`config.mk`:
```
export PLATFORM = sky130hd
export DESIGN_NAME = ordered_list_engine
export DESIGN_NICKNAME = d
export VERILOG_FILES = /design/src/hdl/ole_pkg.sv /design/src/hdl/ole_cell.sv /design/src/hdl/ordered_list_engine.sv
export SDC_FILE = /design/constraint.sdc
export NUM_CORES = 2
export LEC_CHECK = 0
export BUFFER_PORTS_ARGS = -buffer_cell sky130_fd_sc_hd__buf_2
export CAP_MARGIN = 25
export CORE_ASPECT_RATIO = 0.5
export CORE_UTILIZATION = 40
export CTS_CLUSTER_DIAMETER = 40
export DETAILED_ROUTE_END_ITERATION = 8
export MAX_ROUTING_LAYER = met4
export PLACE_DENSITY_LB_ADDON = 0.08
export SLEW_MARGIN = 20
export SYNTH_ARGS = -nofsm -noshare
export SYNTH_HDL_FRONTEND = slang
export SYNTH_SLANG_ARGS = --single-unit
```
`constraint.sdc`:
```
create_clock -name clk -period 11.5 [get_ports clk]
set_input_delay 1.15 -clock clk [delete_from_list [all_inputs] [get_ports clk]]
set_output_delay 1.15 -clock clk [all_outputs]
set_load 0.02 [all_outputs]
```
`src/hdl/ole_pkg.sv`:
```
package ole_pkg;

  localparam int VAL_W = 32;
  localparam int LEN_W = 5;
  localparam int POS_W = 8;

  // operation codes carried in the input word
  typedef enum logic [2:0] {
    OP_APPEND  = 3'd0,
    OP_INSERT  = 3'd1,
    OP_DEL_KEY = 3'd2,
    OP_DEL_POS = 3'd3,
    OP_READ    = 3'd4
  } op_t;

  // result status codes
  typedef enum logic [2:0] {
    ST_OK        = 3'd0,
    ST_NOT_FOUND = 3'd1,
    ST_EMPTY     = 3'd2,
    ST_BAD_POS   = 3'd3,
    ST_RANGE     = 3'd4,
    ST_FULL      = 3'd5
  } status_t;

  // what every cell does with its value this cycle
  typedef enum logic [2:0] {
    CA_HOLD,
    CA_APPEND,
    CA_INSERT,
    CA_DEL_KEY,
    CA_DEL_POS,
    CA_ROTATE
  } cell_act_t;

  typedef struct packed {
    cell_act_t action;
    logic      clear_seen;
    logic      step_seen;
  } cell_ctl_t;

  typedef enum logic [2:0] {
    S_IDLE,
    S_EXEC,
    S_SCAN,
    S_FIX,
    S_RESULT,
    S_READ
  } state_t;

  typedef struct packed {
    logic [2:0]              op;
    logic signed [VAL_W-1:0] key;
    logic signed [VAL_W-1:0] new_value;
    logic [POS_W-1:0]        position;
  } in_word_t;

  typedef struct packed {
    logic [2:0]              status;
    logic signed [VAL_W-1:0] element;
    logic                    last;
    logic [LEN_W-1:0]        length;
  } out_word_t;

endpackage

```
`src/hdl/ole_cell.sv`:
```
module ole_cell #(
  parameter int CAPACITY = 16,
  parameter int IDX = 0,
  parameter int CW = $clog2(CAPACITY + 1)
) (
  input  logic                           clk,
  input  logic                           rst,
  input  ole_pkg::cell_ctl_t             ctl,
  input  logic [CW-1:0]                  count,
  input  logic [ole_pkg::POS_W-1:0]      position,
  input  logic signed [ole_pkg::VAL_W-1:0] key,
  input  logic signed [ole_pkg::VAL_W-1:0] new_value,
  input  logic signed [ole_pkg::VAL_W-1:0] left_value,
  input  logic signed [ole_pkg::VAL_W-1:0] right_value,
  input  logic signed [ole_pkg::VAL_W-1:0] wrap_value,
  input  logic                           seen_in,
  output logic signed [ole_pkg::VAL_W-1:0] value,
  output logic                           seen_out
);

  localparam int PW = ((CW > ole_pkg::POS_W) ? CW : ole_pkg::POS_W) + 1;

  logic seen;
  logic occupied;
  logic match;
  logic at_count;
  logic at_tail;
  logic at_or_after_pos;

  // local decode of where this cell sits relative to the list
  assign occupied        = CW'(IDX) < count;
  assign match           = occupied && (value == key);
  assign at_count        = CW'(IDX) == count;
  assign at_tail         = CW'(IDX + 1) == count;
  assign at_or_after_pos = PW'(IDX + 1) >= PW'(position);
  assign seen_out        = seen | match;

  // "an earlier cell matched" flag, moves one cell per step
  always_ff @(posedge clk) begin
    if (rst || ctl.clear_seen) begin
      seen <= 1'b0;
    end else if (ctl.step_seen) begin
      seen <= seen_in;
    end
  end

  // value register: load, shift toward either neighbor, or rotate
  always_ff @(posedge clk) begin
    case (ctl.action)
      ole_pkg::CA_APPEND: begin
        if (at_count) value <= new_value;
      end
      ole_pkg::CA_INSERT: begin
        if (seen) value <= left_value;
        else if (match) value <= new_value;
      end
      ole_pkg::CA_DEL_KEY: begin
        if (seen || match) value <= right_value;
      end
      ole_pkg::CA_DEL_POS: begin
        if (at_or_after_pos) value <= right_value;
      end
      ole_pkg::CA_ROTATE: begin
        if (at_tail) value <= wrap_value;
        else value <= right_value;
      end
      default: begin
        value <= value;
      end
    endcase
  end

endmodule

```
`src/hdl/ordered_list_engine.sv`:
```
// Sequence: append, delete by position and refused ops go through the execute state, then
// load their output word from the result state; insert-before and delete-by-key pass the scan
// and fix states in between, the match flag moving one cell per cycle down the chain. A readout
// goes from execute to the read state, which gives one word per cycle while the output is free
// (the list rotates through cell 0). Throughput: one operation at a time, a new input word taken
// only after the last word of the one before. Reset: synchronous, clears count and control only.
module ordered_list_engine #(
  parameter int CAPACITY = 16
) (
  input  logic                clk,
  input  logic                rst,
  input  logic                in_valid,
  output logic                in_ready,
  input  ole_pkg::in_word_t   in_word,
  output logic                out_valid,
  input  logic                out_ready,
  output ole_pkg::out_word_t  out_word
);

  localparam int CW = $clog2(CAPACITY + 1);
  localparam int SW = $clog2(CAPACITY);
  localparam int PW = ((CW > ole_pkg::POS_W) ? CW : ole_pkg::POS_W) + 1;

  ole_pkg::state_t    state, state_next;
  ole_pkg::cell_ctl_t ctl;
  ole_pkg::status_t   res_status, res_status_next;
  ole_pkg::out_word_t load_word;

  logic [CW-1:0] count, count_next;
  logic [CW-1:0] rd, rd_next;
  logic [SW-1:0] scnt, scnt_next;
  logic          found;
  logic          load_out;
  logic          out_free;
  logic          full;
  logic          rd_last;

  logic [2:0]                     op_r;
  logic signed [ole_pkg::VAL_W-1:0] key_r;
  logic signed [ole_pkg::VAL_W-1:0] new_r;
  logic [ole_pkg::POS_W-1:0]      pos_r;

  logic signed [ole_pkg::VAL_W-1:0] vals [CAPACITY];
  logic [CAPACITY:0]              seen_chain;

  assign in_ready = (state == ole_pkg::S_IDLE);
  assign out_free = !out_valid || out_ready;
  assign full     = (count == CW'(CAPACITY));
  assign rd_last  = (CW'(rd + 1'b1) == count);

  // row of cells, element 1 in cell 0
  assign seen_chain[0] = 1'b0;

  for (genvar i = 0; i < CAPACITY; i++) begin : g_cell
    logic signed [ole_pkg::VAL_W-1:0] left_v;
    logic signed [ole_pkg::VAL_W-1:0] right_v;

    if (i == 0) begin : g_first
      assign left_v = new_r;
    end else begin : g_mid_l
      assign left_v = vals[i-1];
    end

    if (i == CAPACITY - 1) begin : g_last
      assign right_v = vals[i];
    end else begin : g_mid_r
      assign right_v = vals[i+1];
    end

    ole_cell #(
      .CAPACITY (CAPACITY),
      .IDX      (i),
      .CW       (CW)
    ) u_cell (
      .clk         (clk),
      .rst         (rst),
      .ctl         (ctl),
      .count       (count),
      .position    (pos_r),
      .key         (key_r),
      .new_value   (new_r),
      .left_value  (left_v),
      .right_value (right_v),
      .wrap_value  (vals[0]),
      .seen_in     (seen_chain[i]),
      .value       (vals[i]),
      .seen_out    (seen_chain[i+1])
    );
  end

  // input word capture
  always_ff @(posedge clk) begin
    if (in_valid && in_ready) begin
      op_r  <= in_word.op;
      key_r <= in_word.key;
      new_r <= in_word.new_value;
      pos_r <= in_word.position;
    end
  end

  // control registers
  always_ff @(posedge clk) begin
    if (rst) begin
      state      <= ole_pkg::S_IDLE;
      count      <= '0;
      rd         <= '0;
      scnt       <= '0;
      res_status <= ole_pkg::ST_OK;
    end else begin
      state      <= state_next;
      count      <= count_next;
      rd         <= rd_next;
      scnt       <= scnt_next;
      res_status <= res_status_next;
    end
  end

  // match flag leaving the last cell: final once the scan has covered the whole row
  always_ff @(posedge clk) begin
    if (rst || ctl.clear_seen) begin
      found <= 1'b0;
    end else if (ctl.step_seen) begin
      found <= seen_chain[CAPACITY];
    end
  end

  // sequencer
  always_comb begin
    state_next      = state;
    count_next      = count;
    rd_next         = rd;
    scnt_next       = scnt;
    res_status_next = res_status;
    ctl.action      = ole_pkg::CA_HOLD;
    ctl.clear_seen  = 1'b0;
    ctl.step_seen   = 1'b0;
    load_out        = 1'b0;
    load_word       = '0;

    case (state)
      ole_pkg::S_IDLE: begin
        if (in_valid) state_next = ole_pkg::S_EXEC;
      end

      ole_pkg::S_EXEC: begin
        state_next = ole_pkg::S_RESULT;
        case (op_r)
          ole_pkg::OP_APPEND: begin
            if (full) begin
              res_status_next = ole_pkg::ST_FULL;
            end else begin
              ctl.action      = ole_pkg::CA_APPEND;
              count_next      = count + 1'b1;
              res_status_next = ole_pkg::ST_OK;
            end
          end
          ole_pkg::OP_INSERT: begin
            if (full) begin
              res_status_next = ole_pkg::ST_FULL;
            end else begin
              ctl.clear_seen = 1'b1;
              scnt_next      = '0;
              state_next     = ole_pkg::S_SCAN;
            end
          end
          ole_pkg::OP_DEL_KEY: begin
            ctl.clear_seen = 1'b1;
            scnt_next      = '0;
            state_next     = ole_pkg::S_SCAN;
          end
          ole_pkg::OP_DEL_POS: begin
            if (count == '0) begin
              res_status_next = ole_pkg::ST_EMPTY;
            end else if (pos_r == '0) begin
              res_status_next = ole_pkg::ST_BAD_POS;
            end else if (PW'(pos_r) > PW'(count)) begin
              res_status_next = ole_pkg::ST_RANGE;
            end else begin
              ctl.action      = ole_pkg::CA_DEL_POS;
              count_next      = count - 1'b1;
              res_status_next = ole_pkg::ST_OK;
            end
          end
          ole_pkg::OP_READ: begin
            if (count == '0) begin
              res_status_next = ole_pkg::ST_EMPTY;
            end else begin
              rd_next    = '0;
              state_next = ole_pkg::S_READ;
            end
          end
          default: begin
            res_status_next = ole_pkg::ST_OK;
          end
        endcase
      end

      // one cell of match flag propagation per cycle
      ole_pkg::S_SCAN: begin
        ctl.step_seen = 1'b1;
        scnt_next     = scnt + 1'b1;
        if (scnt == SW'(CAPACITY - 1)) state_next = ole_pkg::S_FIX;
      end

      ole_pkg::S_FIX: begin
        state_next = ole_pkg::S_RESULT;
        if (!found) begin
          res_status_next = ole_pkg::ST_NOT_FOUND;
        end else if (op_r == ole_pkg::OP_INSERT) begin
          ctl.action      = ole_pkg::CA_INSERT;
          count_next      = count + 1'b1;
          res_status_next = ole_pkg::ST_OK;
        end else begin
          ctl.action      = ole_pkg::CA_DEL_KEY;
          count_next      = count - 1'b1;
          res_status_next = ole_pkg::ST_OK;
        end
      end

      ole_pkg::S_RESULT: begin
        if (out_free) begin
          load_out         = 1'b1;
          load_word.status = res_status;
          load_word.last   = 1'b1;
          load_word.length = ole_pkg::LEN_W'(count);
          state_next       = ole_pkg::S_IDLE;
        end
      end

      // readout: emit cell 0, rotate the list left by one
      ole_pkg::S_READ: begin
        if (out_free) begin
          load_out          = 1'b1;
          load_word.status  = ole_pkg::ST_OK;
          load_word.element = vals[0];
          load_word.last    = rd_last;
          load_word.length  = ole_pkg::LEN_W'(count);
          ctl.action        = ole_pkg::CA_ROTATE;
          rd_next           = rd + 1'b1;
          if (rd_last) state_next = ole_pkg::S_IDLE;
        end
      end

      default: begin
        state_next = ole_pkg::S_IDLE;
      end
    endcase
  end

  // output register
  always_ff @(posedge clk) begin
    if (rst) begin
      out_valid <= 1'b0;
    end else if (load_out) begin
      out_valid <= 1'b1;
    end else if (out_ready) begin
      out_valid <= 1'b0;
    end
  end

  always_ff @(posedge clk) begin
    if (load_out) out_word <= load_word;
  end

  // checks
  a_count_bound: assert property (@(posedge clk) disable iff (rst)
    count <= CW'(CAPACITY))
    else $error("element count above capacity");

  a_count_step: assert property (@(posedge clk) disable iff (rst)
    (count != $past(count)) |->
      (count == CW'($past(count) + 1'b1)) || (count == CW'($past(count) - 1'b1)))
    else $error("element count moved by more than one");

  a_not_last_is_read: assert property (@(posedge clk) disable iff (rst)
    (out_valid && !out_word.last) |-> (out_word.status == ole_pkg::ST_OK))
    else $error("non-final word with error status");

  a_busy_after_take: assert property (@(posedge clk) disable iff (rst)
    (in_valid && in_ready) |=> !in_ready)
    else $error("input taken while operation pending");

endmodule
```
==> results summary <==
The flow ran to the end, and the final reports show no timing, DRC or antenna violations. The deepest level of the CTS H-tree came out at 3. Entering global routing, the biggest net connects 195 pins. The slowest stage of the critical path belongs to the cell sky130_fd_sc_hd__nor2_4.

The floorplan step defined a die boundary enclosing around 0.12 mm². In this run the critical register-to-register path is captured at g_cell[2].u_cell.value[5]. The area growth from synthesis to layout is 11.53%. The final net count came out at 4455. The initial core utilization is 40.71%. The average wire per cell in the routed design came out at 40.62 µm. The clock net sink count is ~670. For the worst-skew pair, the clock arrives at the later sink with an insertion delay of about 750 ps. Clock tree synthesis selected as its root buffer the cell sky130_fd_sc_hd__clkbuf_16. The wire length of the first global-routing pass is 324400 µm. Counting flops with an async set or reset pin after synthesis yields a share of 0%. The static power due to leakage came out at 0.01726 µW. The number of flip-flops and latches in the synthesized netlist is 665. The number of flops mapped to enable cells by yosys is 628. Derived from the worst setup path, the maximum achievable clock frequency is 0.1948 GHz. The detailed router's first-iteration violation count came out at 7799. The number of search-and-repair iterations in the first detailed-routing pass came out at 8. Among cell families on the critical path, the largest total delay comes from simple AND/OR/NAND/NOR gates. In this run the cell area of the synthesized design comes to about 0.046 mm². The sequential cell area fraction in the yosys report came out at between 40% and 50%. The ratio of routed vias to standard cells came out at 6.972.

Data on the critical path is required at its endpoint by 11860 ps. The count of final hold-check violations came out at 0. For the pin with the worst max-slew slack, the measured transition is 1473 ps. The net count of the mapped netlist came out at 4615. The half-perimeter wire length of the detailed placement result is 159600 µm. The worst setup path is of the flop to flop kind.

The top flip-flop cell by instance count after synthesis is sky130_fd_sc_hd__edfxtp_1. The layout has 10680 filler cells. The worst min-delay path category is flop to flop.

In this run, distinct cell masters in the synthesized netlist total 70. The die height is 242.5 µm. The max-slew violation total from the final report came out at 0.

The number of synthesis warnings is 0. The largest voltage drop on the vdd net is ~0.11 mV. The number of global-route vias before repair came out at 36320. The residual overflow from global routing is 0. The remaining antenna violation count after routing came out at 0.

TritonCTS built the clock tree. The signal on the critical path passes through buf_4 -> xnor2_1 -> nand4_1 -> nor4_1 -> a31o_2 -> o22ai_1 -> nor2_4 -> buf_4. The post-synthesis area per instance came out at 10.23 µm². The congestion estimate from routability-driven global placement came to 1.087.

The count of endpoints failing setup in the final report is 0. The count of input and output buffers is ~120. The count of max-cap constraint violations is 0.

Setup repair after global routing left no endpoint under its margin. The first element of the critical path is key_r[2]. The arrival time at the worst endpoint came out at 5490 ps. The top cell type by total area after synthesis is sky130_fd_sc_hd__edfxtp_1. The area of the core came out at 0.1136 mm². The initial antenna violation count was 12. The time the worst path needs with I/O delays and setup came out at 5135 ps.

The site row count is 87. After clock tree synthesis, the clock-pin slew on the worst setup and hold paths is 60 ps. The critical hold path startpoint is res_status[0]. Between clock sinks in the finished design, the worst skew comes to 40.96 ps. Along the worst hold path, the cell count comes to 2. The overall die width is 483.0 µm. The total track usage is 41.44%. The routed design has 242600 µm of wire. The register-to-register setup slack came out at 6370 ps. The total clock buffers created by CTS came out at 99.

In the routed design, unresolved DRC markers number 0. The cell repeated most along the worst path is sky130_fd_sc_hd__buf_4. After layout, the worst path uses 44.65% of the clock period. The maximum root-to-sink buffer count is 3.

The summed negative setup slack over all endpoints is 0 ps. The library cells used most frequently in the layout, excluding fill and tap cells, are sky130_fd_sc_hd__mux2i_1, sky130_fd_sc_hd__edfxtp_1, sky130_fd_sc_hd__o22ai_1. The critical path launch point type is a flop. The top-level I/O count is 122. In this run the critical register-to-register path is launched from key_r[2]. The number of buffers and inverters on the critical path is 2. By area the synthesized netlist is led by sky130_fd_sc_hd__edfxtp_1, sky130_fd_sc_hd__mux2i_1, sky130_fd_sc_hd__xnor2_1. For hold timing, the worst endpoint is res_status[0]. The post-CTS resize count is 0. The largest fanout of any net on the critical path came out at 17. The number of cells produced by synthesis is 4524. Hold is met by about 450 ps. The hold-fix buffer count after cts is 0.

The most common cell after layout, fill and taps aside is sky130_fd_sc_hd__mux2i_1. The nature of the critical path endpoint is a flop. The relative slew slack is approximately 1.8%.

The routed via count is 41630. The setup fix buffers added after clock tree synthesis is 0. The worst reg2reg path depth came out at 8. Dividing total power by cell area gives a power density of 146.1 mW/mm². The critical path's largest stage delay is 800 ps. The fraction of post-synthesis cell area in the top cell type by area is 40.76%. Cells with a size suffix above 1 make up 12.05% of the layout.
[tightest hold or removal path, cell delays in order (launching register included)]
cell	delay, ps
sky130_fd_sc_hd__dfxtp_1	300
sky130_fd_sc_hd__nand2_1	50
sky130_fd_sc_hd__a21oi_1	50
[cell type report]
type	count	area, µm²	area share, %
Multi-Input combinational cell	3324	24780	48.02
Sequential cell	665	19620	38.02
Clock buffer	109	2515	4.874
Tap cell	1513	1893	3.669
Timing Repair Buffer	262	1792	3.473
Clock inverter	77	934.6	1.811
Inverter	12	45.04	0.08730
Antenna cell	10	25.02	0.04850
[flip-flops by register name, indices dropped and copies added, names as in the netlist]
register,flops
state,3
op_r,3
g_cell.u_cell.seen,15
pos_r,8
count,5
g_cell.left_v,32
out_word,41
g_cell.u_cell.value,512
rd,5
key_r,32
res_status,3
out_valid,1
found,1
scnt,4
[worst max path at each step]
stage,endpoint,slack [ps],cells past startpoint
detailed placement,g_cell[0].u_cell.value[22],6590,9
global route,g_cell[0].u_cell.value[25],6290,9
global placement,g_cell[0].u_cell.value[22],6670,9
finish,g_cell[2].u_cell.value[5],6370,8
CTS,g_cell[0].u_cell.value[30],6560,9
floorplan,g_cell[5].u_cell.value[0],3530,10
[metal layers]
metal	GRT usage, %	wire (µm)	part of all wire (%)	up-vias
met5	-	0	0	-
met4	11.09	7178	3.0	0
met3	20.74	43240	18	347
met2	50.20	90540	37	3392
met1	58.69	101600	42	21200
li1	-	-	-	16700
[metrics by stage]
step | setup WS, ps | std cells | total power (µW) | area, µm² | utilization, %
global placement | 6666 | 5755 | 4176 | 47900 | 42.15
floorplan | 3533 | 4524 | 3606 | 46260 | -
detailed placement | 6592 | 5760 | 4183 | 47950 | 42.20
global route | 6292 | 5971 | 7649 | 51590 | 45.40
CTS | 6559 | 5946 | 7449 | 51400 | 45.23
finish | 6365 | 5972 | 7539 | 51600 | 45.40
[logic make-up (layout without fill, tap and decap cells)]
kind of cell / count (synthesis) / count (layout) / share of synthesized area (%)
AOI/OAI and AO/OA: 1039 / 1039 / 13.98
xor gates and xnor gates: 520 / 520 / 9.844
adders and majority gates: 12 / 12 / 0.3245
buffers and inverters: 535 / 460 / 4.700
DFF: 665 / 665 / 42.36
muxes: 931 / 931 / 20.48
other: 0 / 10 / 0
and+or+nand+nor: 822 / 822 / 8.314
[Yosys cell counts (4+ instances only)]
library cell / n
sky130_fd_sc_hd__buf_6: 4
sky130_fd_sc_hd__xor2_1: 162
sky130_fd_sc_hd__nor2b_1: 6
sky130_fd_sc_hd__edfxtp_1: 628
sky130_fd_sc_hd__and2_1: 41
sky130_fd_sc_hd__or4_1: 6
sky130_fd_sc_hd__buf_1: 76
sky130_fd_sc_hd__a211oi_1: 5
sky130_fd_sc_hd__xnor2_1: 358
sky130_fd_sc_hd__nand2_1: 435
sky130_fd_sc_hd__buf_2: 109
sky130_fd_sc_hd__ha_1: 12
sky130_fd_sc_hd__nor4_1: 47
sky130_fd_sc_hd__mux2_4: 30
sky130_fd_sc_hd__nor3_1: 50
sky130_fd_sc_hd__clkbuf_1: 334
sky130_fd_sc_hd__nand3b_1: 4
sky130_fd_sc_hd__or2_2: 4
sky130_fd_sc_hd__o21ai_0: 18
sky130_fd_sc_hd__o32ai_1: 5
sky130_fd_sc_hd__a31o_2: 5
sky130_fd_sc_hd__a21oi_1: 413
sky130_fd_sc_hd__nor2_1: 75
sky130_fd_sc_hd__nand2b_1: 13
sky130_fd_sc_hd__or3_1: 9
sky130_fd_sc_hd__a221o_1: 96
sky130_fd_sc_hd__a41o_1: 6
sky130_fd_sc_hd__nand3_1: 17
sky130_fd_sc_hd__a31oi_1: 4
sky130_fd_sc_hd__inv_1: 12
sky130_fd_sc_hd__nand4_1: 92
sky130_fd_sc_hd__nor3b_1: 6
sky130_fd_sc_hd__mux2i_1: 898
sky130_fd_sc_hd__dfxtp_1: 37
sky130_fd_sc_hd__o22ai_1: 453
[power breakdown]
group | total, µW | switching [µW] | internal (µW)
logic | 1220 | 861 | 358
clock network | 3310 | 1380 | 1930
registers | 3010 | 200 | 2810
(Power assumes the default switching activity.)
